[src/rtl/core/skc_pkg.sv]
// ----------------------------------------------------------------------------
// Sorted key set package
// Operation codes, default sizes and cell control types.
// ----------------------------------------------------------------------------
`default_nettype none

package skc_pkg;

    // Default sizes
    localparam int DEF_CAPACITY  = 16;
    localparam int DEF_KEY_WIDTH = 16;

    // Operation codes carried on s_tuser
    typedef enum logic [1:0] {
        OP_INSERT = 2'd0,
        OP_DELETE = 2'd1,
        OP_LOOKUP = 2'd2
    } op_kind_t;

    // Broadcast control from the top level to every cell
    typedef struct packed {
        logic do_insert;
        logic do_delete;
    } cell_ctl_t;

    // Compare status from a cell
    typedef struct packed {
        logic lt;   // cell holds a key below the request key
        logic eq;   // cell holds the request key
    } cell_stat_t;

endpackage

`default_nettype wire

[src/rtl/core/skc_cell.sv]
// ----------------------------------------------------------------------------
// Sorted key set cell
// Holds one key, compares it against the broadcast request key and shifts
// toward or away from its neighbors on insert or delete.
// ----------------------------------------------------------------------------
`default_nettype none

module skc_cell #(
    parameter int KEY_WIDTH = skc_pkg::DEF_KEY_WIDTH
) (
    input  wire logic                   aclk,
    input  wire skc_pkg::cell_ctl_t     ctl_i,
    input  wire logic [KEY_WIDTH-1:0]   bkey_i,
    input  wire logic                   occ_i,
    input  wire logic                   lt_prev_i,
    input  wire logic [KEY_WIDTH-1:0]   key_left_i,
    input  wire logic [KEY_WIDTH-1:0]   key_right_i,
    output logic      [KEY_WIDTH-1:0]   key_o,
    output skc_pkg::cell_stat_t         stat_o
);
    import skc_pkg::*;

    logic [KEY_WIDTH-1:0] key_reg;
    logic [KEY_WIDTH-1:0] key_next;
    logic                 lt;

    // Compare own key against the request key
    assign lt        = occ_i && ($signed(key_reg) < $signed(bkey_i));
    assign stat_o.lt = lt;
    assign stat_o.eq = occ_i && (key_reg == bkey_i);
    assign key_o     = key_reg;

    // Hold below the insertion point, otherwise take the new key or shift
    always_comb begin
        key_next = key_reg;
        if (ctl_i.do_insert && !lt) begin
            key_next = lt_prev_i ? bkey_i : key_left_i;
        end else if (ctl_i.do_delete && !lt) begin
            key_next = key_right_i;
        end
    end

    always_ff @(posedge aclk) begin
        key_reg <= key_next;
    end

endmodule

`default_nettype wire

[src/rtl/core/sorted_key_set.sv]
// ----------------------------------------------------------------------------
// Sorted key set
// A row of CAPACITY cells keeps distinct signed keys in ascending order and
// serves insert, delete and lookup requests. One request is accepted per
// clock: every cell compares the broadcast key with its own and shifts in
// the same cycle, so throughput is one request per cycle and the result
// appears in the output register in the cycle after acceptance. A stalled
// result stops acceptance only while the output register is held.
// s_tuser carries the operation (0 insert, 1 delete, 2 lookup, 3 no-op).
// ----------------------------------------------------------------------------
`default_nettype none

module sorted_key_set #(
    parameter int CAPACITY  = skc_pkg::DEF_CAPACITY,
    parameter int KEY_WIDTH = skc_pkg::DEF_KEY_WIDTH,
    localparam int CW       = $clog2(CAPACITY + 1),
    localparam int S_W      = ((KEY_WIDTH + 7) / 8) * 8,
    localparam int M_W      = ((CW + 3 + 7) / 8) * 8
) (
    input  wire logic           aclk,
    input  wire logic           aresetn,
    input  wire logic           s_tvalid,
    output logic                s_tready,
    input  wire logic [S_W-1:0] s_tdata,   // key
    input  wire logic [1:0]     s_tuser,   // kind
    output logic                m_tvalid,
    input  wire logic           m_tready,
    output logic      [M_W-1:0] m_tdata    // success, full_res, element_count, is_empty
);
    import skc_pkg::*;

    logic                 accept;
    logic [KEY_WIDTH-1:0] bkey;
    op_kind_t             kind;
    cell_ctl_t            ctl;
    cell_stat_t           stat [CAPACITY];
    logic [KEY_WIDTH-1:0] cell_key [CAPACITY];
    logic [CAPACITY-1:0]  eq_vec;
    logic                 present;
    logic                 room;

    logic [CW-1:0]        count_reg;
    logic [CW-1:0]        count_next;
    logic                 valid_reg;
    logic                 success_reg;
    logic                 success_next;
    logic                 full_reg;
    logic                 full_next;
    logic [CW-1:0]        ocount_reg;

    assign accept   = s_tvalid && s_tready;
    assign s_tready = !valid_reg || m_tready;
    assign bkey     = s_tdata[KEY_WIDTH-1:0];
    assign kind     = op_kind_t'(s_tuser);
    assign room     = count_reg < CW'(CAPACITY);

    // Row of cells
    for (genvar i = 0; i < CAPACITY; i++) begin : g_cell
        logic                 lt_prev;
        logic [KEY_WIDTH-1:0] key_left;
        logic [KEY_WIDTH-1:0] key_right;

        if (i == 0) begin : g_first
            assign lt_prev  = 1'b1;
            assign key_left = cell_key[0];
        end else begin : g_mid
            assign lt_prev  = stat[i-1].lt;
            assign key_left = cell_key[i-1];
        end

        if (i == CAPACITY - 1) begin : g_last
            assign key_right = cell_key[i];
        end else begin : g_inner
            assign key_right = cell_key[i+1];
        end

        assign eq_vec[i] = stat[i].eq;

        skc_cell #(
            .KEY_WIDTH (KEY_WIDTH)
        ) u_cell (
            .aclk        (aclk),
            .ctl_i       (ctl),
            .bkey_i      (bkey),
            .occ_i       (CW'(i) < count_reg),
            .lt_prev_i   (lt_prev),
            .key_left_i  (key_left),
            .key_right_i (key_right),
            .key_o       (cell_key[i]),
            .stat_o      (stat[i])
        );
    end

    assign present = |eq_vec;

    // Decode the request into cell control, result and new count
    always_comb begin
        ctl          = '0;
        success_next = 1'b0;
        full_next    = 1'b0;
        count_next   = count_reg;
        if (accept) begin
            case (kind)
                OP_INSERT: begin
                    if (!present && room) begin
                        ctl.do_insert = 1'b1;
                        success_next  = 1'b1;
                        count_next    = count_reg + CW'(1);
                    end else if (!present) begin
                        full_next = 1'b1;
                    end
                end
                OP_DELETE: begin
                    if (present) begin
                        ctl.do_delete = 1'b1;
                        success_next  = 1'b1;
                        count_next    = count_reg - CW'(1);
                    end
                end
                OP_LOOKUP: begin
                    success_next = present;
                end
                default: begin
                end
            endcase
        end
    end

    // Advance count and output handshake
    always_ff @(posedge aclk) begin
        if (!aresetn) begin
            count_reg <= '0;
            valid_reg <= 1'b0;
        end else begin
            count_reg <= count_next;
            if (accept) begin
                valid_reg <= 1'b1;
            end else if (m_tready) begin
                valid_reg <= 1'b0;
            end
        end
    end

    // Load the result register on acceptance
    always_ff @(posedge aclk) begin
        if (accept) begin
            success_reg <= success_next;
            full_reg    <= full_next;
            ocount_reg  <= count_next;
        end
    end

    assign m_tvalid = valid_reg;
    assign m_tdata  = M_W'({(ocount_reg == '0), ocount_reg, full_reg, success_reg});

endmodule

`default_nettype wire

[config.mk]
export PLATFORM = sky130hd
export DESIGN_NAME = sorted_key_set
export DESIGN_NICKNAME = d
export VERILOG_FILES = /design/src/rtl/core/skc_pkg.sv /design/src/rtl/core/skc_cell.sv /design/src/rtl/core/sorted_key_set.sv
export SDC_FILE = /design/constraint.sdc
export NUM_CORES = 1
export LEC_CHECK = 0
export BUFFER_PORTS_ARGS = -buffer_cell sky130_fd_sc_hd__buf_2
export CORE_ASPECT_RATIO = 2
export CORE_MARGIN = 8
export CORE_UTILIZATION = 55
export CTS_CLUSTER_DIAMETER = 80
export DETAILED_ROUTE_END_ITERATION = 10
export HOLD_SLACK_MARGIN = 0.06
export PLACE_DENSITY_LB_ADDON = 0.12
export SYNTH_ARGS = -nofsm -noshare
export SYNTH_HDL_FRONTEND = slang
export SYNTH_SLANG_ARGS = --single-unit
[constraint.sdc]
create_clock -name aclk -period 4.5 [get_ports aclk]
set_clock_uncertainty 0.2 [all_clocks]
set_input_delay 0 -clock aclk [delete_from_list [all_inputs] [get_ports aclk]]
set_output_delay 0 -clock aclk [all_outputs]
set_load 0.005 [all_outputs]
# Yosys cells after proc, flatten, opt, wreduce, memory -nomap -nowiden
# Index checks and enable logic that the tools add are counted.
# word_totals
output_inout_bits,10
regBits,269
in_bits,22
elab_cells,237
# classes
bitwise,1
n_reduce_logical,104
addsub,2
magnitude_cmp,33
muxes,58
eq_ne,18
# ops
op,count
two-way mux 16 bit,45
equality test 16 bit,16
less-than comparator 16 bit,16
logical AND 1 bit,65
less-than comparator 4 x 5 -> 1 bit (first input constant),8
nonzero test 2 bit,16
less-than comparator 3 x 5 -> 1 bit (first input constant),4
zero test 1 bit,18
OR reduction 16 bit,1
two-way mux 5 bit,3
less-than comparator 1 x 5 -> 1 bit (first input constant),2
less-than comparator 2 x 5 -> 1 bit (first input constant),2
one-hot mux 5 bit (2 select lines),1
two-way mux 1 bit,7
adder 5 x 1 -> 5 bit (second input constant),1
zero test 5 bit,1
less-than comparator 5 bit (second input constant),1
subtractor 5 x 1 -> 5 bit (second input constant),1
one-hot mux 1 bit (3 select lines),1
equality test 2 x 1 -> 1 bit (second input constant),1
equality test 2 bit (second input constant),1
zero test 2 bit,1
two-way mux 2 bit,1
OR reduction 2 bit,1
other kinds (2),2

# Logic depth before layout (Yosys ltp)
# Gate-level depths: netlist (run 1).
# depth
word_depth,11
depth_mapped,14
ltp_nobuf,9

# Cells and area by module
# Synthesis (run 1) repeated with hierarchy kept, for this count alone.
# hier_totals
cells_unflattened,2022
area_unflattened_um2,23571.4
# modules_own_cells
module,n_inst,area_each_um2,cells_per_inst,seq_area_each_um2
skc_cell,16,1410.1,119,480.5
sorted_key_set,1,1009.7,118,330.3

# Worst setup path before layout (run 1)
# OpenSTA, ideal clock, no wires.
# synth_path
path_kind,input -> register
start,in s_tdata[14]
end,"reg g_cell[14].u_cell.key_reg[0], enable pin"
path_stages,13
path_slack_ps,847
setup_ps,388
arrival_ps,3064
t_required_ps,3912
path_buffers,4
path_cell_list,clkbuf_1 > inv_1 > ha_1 > and4_1 > and2_1 > a32oi_1 > nand4_1 > nor3_4 > buf_6 > buf_6 > o21ba_2 > buf_2 > nor2_1
# synth_between
elab_chain_len,10
word_cells_on_any_way,46
classes_between,1 x order compare; 16 x eq/ne; 5 x mux; 24 x reduce/logical
# synth_lines
item,line,text
start: declaration,sorted_key_set.sv:24,"input wire logic [S_W-1:0] s_tdata,"
equality test 16 bit,skc_cell.sv:30,assign stat_o.eq = occ_i && (key_reg == bkey_i);
logical AND 1 bit,skc_cell.sv:30,
OR reduction 16 bit,sorted_key_set.sv:94,assign present = |eq_vec;
zero test 1 bit,n/a,
logical AND 1 bit,sorted_key_set.sv:105,if (!present && room) begin
two-way mux 1 bit,sorted_key_set.sv:105,
two-way mux 1 bit,sorted_key_set.sv:103,case (kind)
two-way mux 2 bit,sorted_key_set.sv:102,if (accept) begin
logical AND 1 bit,skc_cell.sv:36,if (ctl_i.do_insert && !lt) begin
nonzero test 2 bit (no line) (*),n/a,
end signal: assignment,skc_cell.sv:44,key_reg <= key_next;
end: declaration,skc_cell.sv:23,logic [KEY_WIDTH-1:0] key_reg;
# Every way passes the cells marked *; elsewhere a longest branch is shown, timed or not.
# A chain may end at the register's enable or synchronous reset.

# Final worst setup path (run 1)
# layout_path
start,in s_tdata[12]
end,reg count_reg[1]
# layout_between
elab_chain_len,8
word_cells_on_any_way,39
classes_between,16 x eq/ne; 4 x mux; 19 x reduce/logical
# layout_lines
item,line,text
equality test 16 bit,skc_cell.sv:30,
logical AND 1 bit,skc_cell.sv:30,
OR reduction 16 bit (*),sorted_key_set.sv:94,
zero test 1 bit,n/a,
logical AND 1 bit,sorted_key_set.sv:105,
two-way mux 5 bit,sorted_key_set.sv:105,
one-hot mux 5 bit (2 select lines) (*),sorted_key_set.sv:103,
two-way mux 5 bit (*),sorted_key_set.sv:102,
end signal: assignment,sorted_key_set.sv:135,count_reg <= count_next;
end: declaration,sorted_key_set.sv:42,logic [CW-1:0] count_reg;
# Marks and branches as above.

==> impl_metrics.json, run 1 <==
{
  "core_sq_um": 37200,
  "maxCapViolCount": 0,
  "fin_crit_ns": 4.02,
  "ys_seq_elements": 269,
  "synth.distinct_cells": 74,
  "numCtsBuffers": 28,
  "final.setup.worst_slack_ns": 0.479,
  "p_sw_share_pct": 26.7,
  "clkPwrFrac_pct": 38.4,
  "die_h_um": 290,
  "worstMarginPinSlew_ns": 0.906,
  "rows": 100,
  "seqCellArea_sq_um": 8020,
  "antenna_found_initial": 3,
  "drv_slew": 0,
  "finalWirelength_mm": 71.9,
  "cts-root-buf": "clkbuf_16",
  "synthCells": 1770,
  "drt_pass1_iterations": 6,
  "design.die.area_sq_um": 44300,
  "antenna_left": 0,
  "cp.depth": 14,
  "critPathLaunchType": "primary input",
  "fmax_ghz": 0.249,
  "path_buf_inv": 6,
  "dpl.hpwl_mm": 53.9,
  "setup_viol": 0,
  "syn-cell-area_sq_um": 20600,
  "placedCellCount": 2269,
  "synth-async-reset-ratio_pct": 0,
  "worstPathCellList": "dlygate4sd3_1, buf_2, inv_1, buf_4, ha_1, nand4_1, nor3_1, a22oi_1, nand4_1, nor2_1, buf_4, mux2i_1, o2bb2ai_1, dlygate4sd3_1",
  "setup-tns-final_ns": 0,
  "cts_setup_buffers": 0,
  "clk_pin_slew_ns": 0.06,
  "num_vias": 15900,
  "place_ws_ns": 0.628,
  "worstHoldPathType": "in -> reg",
  "syn_to_final_growth_pct": 12.1,
  "ios": 32,
  "nNetsFinal": 2149,
  "slew_headroom_pct": 39.6,
  "synth_edf_count": 263,
  "cpPeakStageDelay_ns": 0.56,
  "syn_nets": 2054,
  "peakVddDrop_uv": 291,
  "avgViaCountPerCell": 6.78,
  "cp_top_family": "buffers and inverters",
  "finalHoldViolCount": 0,
  "grt_setup_unrepaired": "no",
  "ys_warn_count": 0,
  "worstPathArrival_ns": 4.27,
  "avgSynthCellArea_sq_um": 11.7,
  "grt_usage_pct": 31.9,
  "outcome": "completed",
  "crit_slowest_cell": "dlygate4sd3_1",
  "grt_max_degree": 53,
  "p_int_mw": 4.55,
  "endpoint_kind": "flip-flop",
  "drive_gt1_share_pct": 24.9,
  "critPathKind": "in -> reg",
  "grt_pass1_vias": 16700,
  "multi_input_area_sq_um": 11900,
  "detail_route.wl_per_cell_um": 30.7,
  "crit_required_ns": 4.75,
  "grt-ovfl-total": 0,
  "portBuffers": 31,
  "clock_latency_ns": 0.57,
  "seq_power_share_pct": 46.9,
  "grt_pass1_wl_mm": 105,
  "finalNonFillerCells": 2347,
  "power_switching_mw": 1.65,
  "placed_area_sq_um": 22000,
  "cts_tree": "built",
  "largest_register_ffs": 256,
  "htreeDepth": 1,
  "clock-sinks": 269,
  "drc": 0,
  "fin_crit_sh_pct": 89.4,
  "path_max_fanout": 10,
  "ff2ff_path_depth": 8,
  "fillCellCount": 2959,
  "ys.flop_type": "edfxtp_1",
  "dieWidth_um": 153,
  "final_area_sq_um": 23100,
  "fin_util_pct": 62.2,
  "clk_path_buf_depth": 3,
  "p_comb_share_pct": 14.8,
  "start_util_pct": 55.5,
  "drtIter0Drc": 1028,
  "synth-seq-area-share_pct": 38.9,
  "hold_depth": 3,
  "gp_congestion": 0.934,
  "p_leak_nw": 9.62,
  "power_density_nw_per_um2": 268
}
## power by group through the flow
stage               Clock [mW]  Combinational, mW  Sequential, mW
CTS                       2.42              0.899            2.90
floorplan                    0              0.552            2.91
global route              2.48              0.989            2.91
finish                    2.38              0.915            2.91
global placement             0              0.852            2.96
detailed placement           0              0.878            2.96
## worst reg2reg max path: stages (launching register included)
cell and delay, ns:
dfxtp_1 0.69, inv_1 0.25, ha_1 0.24, o21ai_1 0.41, nand3b_1 0.11, or4_1 0.47, nand2_2 0.48, mux2i_1 0.59
a31oi_1 0.16
## layout by cell type, fill, tap and decap left out, types with 12 or more instances in the layout
master	instances
mux2_2	208
nand4_1	56
a21o_1	25
nand2_1	38
nor2_1	48
inv_1	51
mux2i_1	123
dlygate4sd3_1	25
o211ai_1	16
a31oi_1	51
and2_1	12
nor2b_1	17
edfxtp_1	263
nor3_1	15
nand2b_1	13
mux2_4	54
buf_4	90
clkbuf_16	29
a21oi_1	215
ha_1	262
o21ai_0	39
buf_12	21
buf_2	31
nand3_1	17
## timing repair
item                       CTS  global route
hold buffers                25             0
setup endpoints to repair    0             0
gates resized for setup      0             0
hold endpoints to repair   151             0
## worst paths after layout
kind | slack (ns) | from | endpoint
worst max-delay path | 0.48 | s_tdata[12] | count_reg[1]
worst min-delay path | 0.13 | aresetn | count_reg[2]
worst max register to register | 0.64 | count_reg[1] | g_cell[2].u_cell.key_o[9]
worst min register to register | 0.39 | g_cell[15].u_cell.key_o[13] | g_cell[14].u_cell.key_o[13]
## layout make-up
type | instances | share of cell area, %
Multi-Input combinational cell | 1348 | 51.6
Sequential cell | 269 | 34.7
Timing Repair Buffer | 167 | 6.49
Clock buffer | 33 | 3.20
Tap cell | 459 | 2.48
Inverter | 51 | 0.828
Clock inverter | 19 | 0.693
Antenna cell | 1 | 0.0108
## logic make-up after synthesis
kind of cell / count (synthesis) / synth area share, %
compound gates: 419 / 12.3
simple gates: 270 / 7.41
fa+ha+maj: 262 / 15.9
mux: 397 / 21.9
flops: 269 / 38.9
buf+inv: 153 / 3.59
## routing by layer
layer  up-vias  share of wire, %  GRT usage [%]
li1       7131                 -              -
met1      7772                32           29.5
met2       673                53           59.7
met3       336               5.7           5.21
met4         4               9.5           26.9
met5         -             0.042              0
## synth_stat cells (6+ instances only)
master / number / area [sq um]
a211oi_1: 8 / 60.1
a21o_1: 25 / 188
a21oi_1: 216 / 1080
a31oi_1: 52 / 325
and2_1: 12 / 75.1
and3_1: 7 / 43.8
buf_2: 43 / 215
buf_4: 8 / 60.1
buf_6: 11 / 124
clkbuf_1: 39 / 146
dfxtp_1: 6 / 120
edfxtp_1: 263 / 7900
ha_1: 262 / 3280
inv_1: 51 / 191
mux2_1: 9 / 101
mux2_2: 208 / 2340
mux2_4: 54 / 811
mux2i_1: 126 / 1260
nand2_1: 38 / 143
nand2b_1: 13 / 81.3
nand3_1: 17 / 85.1
nand4_1: 56 / 350
nor2_1: 48 / 180
nor2b_1: 17 / 106
nor3_1: 15 / 75.1
nor4_1: 7 / 43.8
o211ai_1: 16 / 120
o21a_1: 8 / 60.1
o21ai_0: 39 / 195
## metrics by stage
step	power, mW	hold slack (ns)
floorplan	3.47	-0.0741
global placement	3.81	0.0541
detailed placement	3.84	0.0703
CTS	6.22	0.0891
global route	6.37	0.132
finish	6.20	0.125
No activity file was read; power rests on OpenSTA's default activity.
==> run 2: changes to the inputs <==
--- a/config.mk
+++ b/config.mk
@@ -9,6 +9,7 @@
 export CORE_ASPECT_RATIO = 2
 export CORE_MARGIN = 8
 export CORE_UTILIZATION = 55
+export CTS_BUF_LIST = sky130_fd_sc_hd__clkbuf_2
 export CTS_CLUSTER_DIAMETER = 80
 export DETAILED_ROUTE_END_ITERATION = 10
 export HOLD_SLACK_MARGIN = 0.06
==> run 2 against run 1 <==
Total power is 11% lower. Sequential share of layout area is 0.14 points higher. Core utilization is 0.24 points lower. Final cell count is 3.7% higher. Sequential power hardly changed. Flip-flop and latch count stayed put. Highest routed layer is now met4.
==> impl_metrics.json, run 2 (synthesized netlist as in run 1, its figures left out) <==
{
  "outcome": "completed",
  "htreeDepth": 3,
  "clock-sinks": 269,
  "power_density_nw_per_um2": 239,
  "fmax_ghz": 0.227,
  "final_cell_mix": "263 x edfxtp_1, 262 x ha_1, 215 x a21oi_1",
  "grt-ovfl-total": 0,
  "fillCellCount": 3043,
  "power_switching_mw": 1.72,
  "cts-root-buf": "clkbuf_2",
  "detail_route.wl_per_cell_um": 29.9,
  "worstHoldPathType": "in -> reg",
  "drv_slew": 0,
  "worstPathCellList": "dlygate4sd3_1, dlygate4sd3_1, clkbuf_4, inv_1, buf_4, ha_1, and4_1, and2_1, a32oi_1, nand4_1, nor2_2, buf_4, mux2i_1, dlygate4sd3_1, o22ai_1, dlygate4sd3_1",
  "p_sw_share_pct": 31.3,
  "grt_setup_unrepaired": "no",
  "rows": 100,
  "final_common_cell": "edfxtp_1",
  "worstPathArrival_ns": 5.06,
  "placedCellCount": 2269,
  "setup_viol": 0,
  "setup-tns-final_ns": 0,
  "grt_usage_pct": 32.5,
  "p_int_mw": 3.77,
  "worstSetupStartpoint": "s_tdata[3]",
  "grt_util_met3_pct": 6.02,
  "met1_usage_pct": 29.4,
  "reg2reg_to": "count_reg[0]",
  "fin_crit_ns": 4.40,
  "finalWirelength_mm": 72.8,
  "portBuffers": 31,
  "p_comb_share_pct": 17.0,
  "largest_register_ffs": 256,
  "placed_area_sq_um": 22000,
  "finalHoldViolCount": 0,
  "cp_common_cell": "dlygate4sd3_1",
  "fin_util_pct": 62.0,
  "path_buf_inv": 8,
  "grt-busiest-layer": "met2",
  "crit_required_ns": 5.16,
  "dpl.hpwl_mm": 53.9,
  "maxCapViolCount": 0,
  "critPathLaunchType": "primary input",
  "seq_power_share_pct": 52.8,
  "final_area_sq_um": 23000,
  "drc": 0,
  "critPathKind": "in -> reg",
  "avgViaCountPerCell": 6.68,
  "ff2ff_path_depth": 11,
  "peakVddDrop_uv": 183,
  "clk_path_buf_depth": 3,
  "syn_to_final_growth_pct": 11.7,
  "drtIter0Drc": 1143,
  "p_leak_nw": 9.72,
  "grt_pass1_wl_mm": 107,
  "rrSetupSlack_ns": 0.19,
  "grt_max_degree": 53,
  "design.die.area_sq_um": 44300,
  "start_util_pct": 55.5,
  "crit_end": "count_reg[0]",
  "num_vias": 16300,
  "slew_headroom_pct": 39.8,
  "endpoint_kind": "flip-flop",
  "grtUsageMet2_pct": 59.3,
  "clock_latency_ns": 0.97,
  "cp_top_family": "buffers and inverters",
  "cpPeakStageDelay_ns": 0.66,
  "ios": 32,
  "finalNonFillerCells": 2435,
  "drive_gt1_share_pct": 27.0,
  "antenna_found_initial": 2,
  "crit_slowest_cell": "dlygate4sd3_1",
  "worstMarginPinSlew_ns": 0.903,
  "worst_r2r_startpoint": "g_cell[3].u_cell.key_o[11]",
  "numCtsBuffers": 68,
  "nNetsFinal": 2214,
  "drt_pass1_iterations": 5,
  "die_h_um": 290,
  "fin_crit_sh_pct": 97.7,
  "cts_tree": "built",
  "antenna_left": 0,
  "cp.depth": 16,
  "grt_pass1_vias": 17300,
  "dieWidth_um": 153,
  "clkPwrFrac_pct": 30.2,
  "gp_congestion": 0.934,
  "fin_total_pwr_mw": 5.50,
  "clk_pin_slew_ns": 0.11,
  "core_sq_um": 37200,
  "path_max_fanout": 15
}
[run 2: cell types whose count changed in the layout (fill, tap and decap cells not counted), moves of 2 or more]
cell,delta
clkbuf_2,+94
clkbuf_16,-29
dlygate4sd3_1,+24
clkbuf_1,-4
clkinv_1,+4
bufinv_16,-3
buf_2,-2
clkbuf_4,+2
diode_2,+2
[run 2: per-stage QoR]
stage               hold WS [ns]  setup WS [ns]
global placement          0.0541          0.698
detailed placement        0.0703          0.628
CTS                       0.0664         0.0552
floorplan                -0.0741          0.847
global route               0.112         0.0228
finish                     0.146          0.103
[run 2: layout make-up]
type	count	area, sq um	area share (%)
Tap cell	459	574	2.49
Inverter	51	191	0.831
Sequential cell	269	8020	34.8
Clock buffer	94	470	2.04
Antenna cell	3	7.51	0.0326
Multi-Input combinational cell	1348	11900	51.8
Clock inverter	19	76.3	0.331
Timing Repair Buffer	192	1760	7.63
[run 2: how the worst min path moves through the flow]
stage | from | slack [ns] | cells after the start | endpoint
after floorplan | s_tvalid | -0.07 | 2 | m_tvalid
after global placement | s_tvalid | 0.05 | 3 | m_tvalid
after detailed placement | s_tvalid | 0.07 | 3 | m_tvalid
after CTS | s_tdata[10] | 0.07 | 4 | g_cell[0].u_cell.key_o[10]
after global routing | s_tdata[9] | 0.11 | 4 | g_cell[15].u_cell.key_o[9]
final | s_tdata[10] | 0.15 | 4 | g_cell[0].u_cell.key_o[10]
[run 2: power groups by stage]
stage	logic, mW	registers (mW)	clock network (mW)
2_1_floorplan	0.552	2.91	0
5_1_grt	1.00	2.91	1.79
6_report	0.932	2.90	1.66
3_3_place_gp	0.852	2.96	0
3_5_place_dp	0.878	2.96	0
4_1_cts	0.913	2.90	1.70
[run 2: tightest hold or removal path: cells and delay by family]
family / cells / cell delay (ns)
mux: 1 / 0.22
buf+inv: 3 / 0.98
[run 2: timing repair]
action                                 in CTS  in global routing
buffers inserted                            0                  1
hold buffers                               49                  0
setup endpoints to repair                   0                  2
endpoints found under the hold margin     292                  0
resized for setup                           0                  4
[run 2: layer usage]
metal  share of wire (%)  up-vias
met5                   0        -
met4                  11        0
met3                 5.1      371
met2                  52      673
met1                  32     7936
li1                    -     7284
==> run 3: changes to the inputs <==
--- a/config.mk
+++ b/config.mk
@@ -7,7 +7,7 @@
 export LEC_CHECK = 0
 export BUFFER_PORTS_ARGS = -buffer_cell sky130_fd_sc_hd__buf_2
 export CORE_ASPECT_RATIO = 2
-export CORE_MARGIN = 8
+export CORE_MARGIN = 5
 export CORE_UTILIZATION = 55
 export CTS_BUF_LIST = sky130_fd_sc_hd__clkbuf_2
 export CTS_CLUSTER_DIAMETER = 80
==> run 3 against run 2 <==
Non-clock buffer count is 3 lower. First-iteration DRC count fell by 8.6%. Total power grew 2.8%. Worst hold slack gained 0.054 ns. Register-to-register slack improved by 0.21 ns. Maximum frequency increased by 3.2%. Combinational power fell by 2%. Routed wire length is 3.4% lower. Flip-flop and latch count unchanged. Largest cell class unchanged. Largest power group unchanged. Highest routed layer unchanged.
==> impl_metrics.json, run 3 (synthesized netlist as in run 1, its figures left out) <==
{
  "rows": 100,
  "cts_setup_buffers": 0,
  "dieWidth_um": 147,
  "grt_pass1_vias": 16900,
  "finalHoldViolCount": 0,
  "dpl.hpwl_mm": 51.9,
  "grt_usage_pct": 33.1,
  "reg2reg_to": "count_reg[1]",
  "worstMarginPinSlew_ns": 1.05,
  "core_sq_um": 37200,
  "fin_crit_ns": 4.26,
  "start_util_pct": 55.5,
  "grt-ovfl-total": 0,
  "final_cell_mix": "263 x edfxtp_1, 262 x ha_1, 215 x a21oi_1",
  "drt_pass1_iterations": 7,
  "detail_route.wl_per_cell_um": 28.9,
  "clock-sinks": 269,
  "clock_latency_ns": 0.99,
  "syn_to_final_growth_pct": 11.6,
  "seqCellArea_sq_um": 8020,
  "worstPathArrival_ns": 4.94,
  "grt_max_degree": 57,
  "endpoint_kind": "flip-flop",
  "slew_headroom_pct": 29.7,
  "crit_required_ns": 5.18,
  "die_h_um": 284,
  "final_common_cell": "edfxtp_1",
  "p_leak_nw": 9.74,
  "clk_pin_slew_ns": 0.12,
  "cts_resized": 0,
  "setup_viol": 0,
  "cts_tree": "built",
  "fmax_ghz": 0.235,
  "worst_r2r_startpoint": "count_reg[4]",
  "drive_gt1_share_pct": 27.1,
  "multi_input_area_sq_um": 11900,
  "ctsHoldBuffers": 48,
  "critPathLaunchType": "primary input",
  "htreeDepth": 3,
  "nNetsFinal": 2209,
  "grt_pass1_wl_mm": 103,
  "ios": 32,
  "critPathKind": "in -> reg",
  "fillCellCount": 3039,
  "portBuffers": 31,
  "largest_register_ffs": 256,
  "clk_path_buf_depth": 3,
  "drtIter0Drc": 1045,
  "setup-tns-final_ns": 0,
  "antenna_left": 0,
  "worst_hold_slack_ns": 0.199,
  "worstSetupStartpoint": "s_tdata[2]",
  "worstHoldPathType": "in -> reg",
  "drv_slew": 0,
  "finalWirelength_mm": 70.3,
  "rrSetupSlack_ns": 0.40,
  "drc": 0,
  "grt_setup_unrepaired": "no",
  "peakVddDrop_uv": 164,
  "num_vias": 16200,
  "path_max_fanout": 16,
  "design.die.area_sq_um": 41700,
  "maxCapViolCount": 0,
  "ff2ff_path_depth": 9,
  "numCtsBuffers": 66,
  "fin_crit_sh_pct": 94.7,
  "outcome": "completed",
  "gp_congestion": 0.945,
  "antenna_found_initial": 1,
  "power_density_nw_per_um2": 245,
  "avgViaCountPerCell": 6.67,
  "cts-root-buf": "clkbuf_2",
  "crit_end": "count_reg[1]"
}
## run 3: critical path: stages
cell and delay (ns):
dlygate4sd3_1 0.56, dlygate4sd3_1 0.57, buf_2 0.22, inv_1 0.63, ha_1 0.37, and4_1 0.19
and2_1 0.15, a32oi_1 0.24, nand4_1 0.32, nor2_1 0.30, buf_4 0.25, mux2i_1 0.42
o2bb2ai_1 0.13, dlygate4sd3_1 0.58
## run 3: power breakdown
| group | switching [mW] | internal, mW | total, mW |
|---|---|---|---|
| Sequential | 0.0721 | 2.83 | 2.90 |
| Combinational | 0.534 | 0.383 | 0.917 |
| Clock | 1.10 | 0.736 | 1.83 |
| Total | 1.70 | 3.95 | 5.65 |
## run 3: final cells by class
type | count | area share [%]
antenna | 3 | 0.0326
sequential | 269 | 34.8
inverter | 51 | 0.832
clock inverter | 24 | 0.761
tap | 459 | 2.49
clock buffer | 94 | 2.04
timing repair buffer | 189 | 7.16
multi-input combinational | 1348 | 51.8
## run 3: worst min-delay path by stage
stage | from | to | slack [ns] | cells past startpoint
after floorplan | s_tvalid | m_tvalid | -0.07 | 2
after global placement | s_tvalid | m_tvalid | 0.06 | 3
after detailed placement | s_tvalid | m_tvalid | 0.07 | 3
after CTS | s_tdata[0] | g_cell[14].u_cell.key_o[0] | 0.11 | 4
after global routing | s_tdata[0] | g_cell[14].u_cell.key_o[0] | 0.17 | 4
final | s_tdata[0] | g_cell[14].u_cell.key_o[0] | 0.20 | 4
## run 3: through the flow
step | setup slack (ns) | power, mW | utilization, % | instances | cell area [sq um]
2_1_floorplan | 0.847 | 3.47 | - | 1770 | 20600
3_3_place_gp | 0.626 | 3.79 | 58.9 | 2268 | 21900
3_5_place_dp | 0.603 | 3.82 | 58.9 | 2268 | 21900
4_1_cts | 0.492 | 5.68 | 61.9 | 2434 | 23000
5_1_grt | 0.209 | 5.90 | 61.9 | 2435 | 23000
6_report | 0.239 | 5.65 | 61.9 | 2437 | 23000
## run 3: layer usage
layer / vias up / track usage [%] / part of all wire, %
li1: 7303 / - / -
met2: 687 / 60.0 / 52
met5: - / 0 / 0
met1: 7898 / 31.4 / 32
met3: 360 / 5.29 / 5.1
met4: 0 / 30.1 / 11
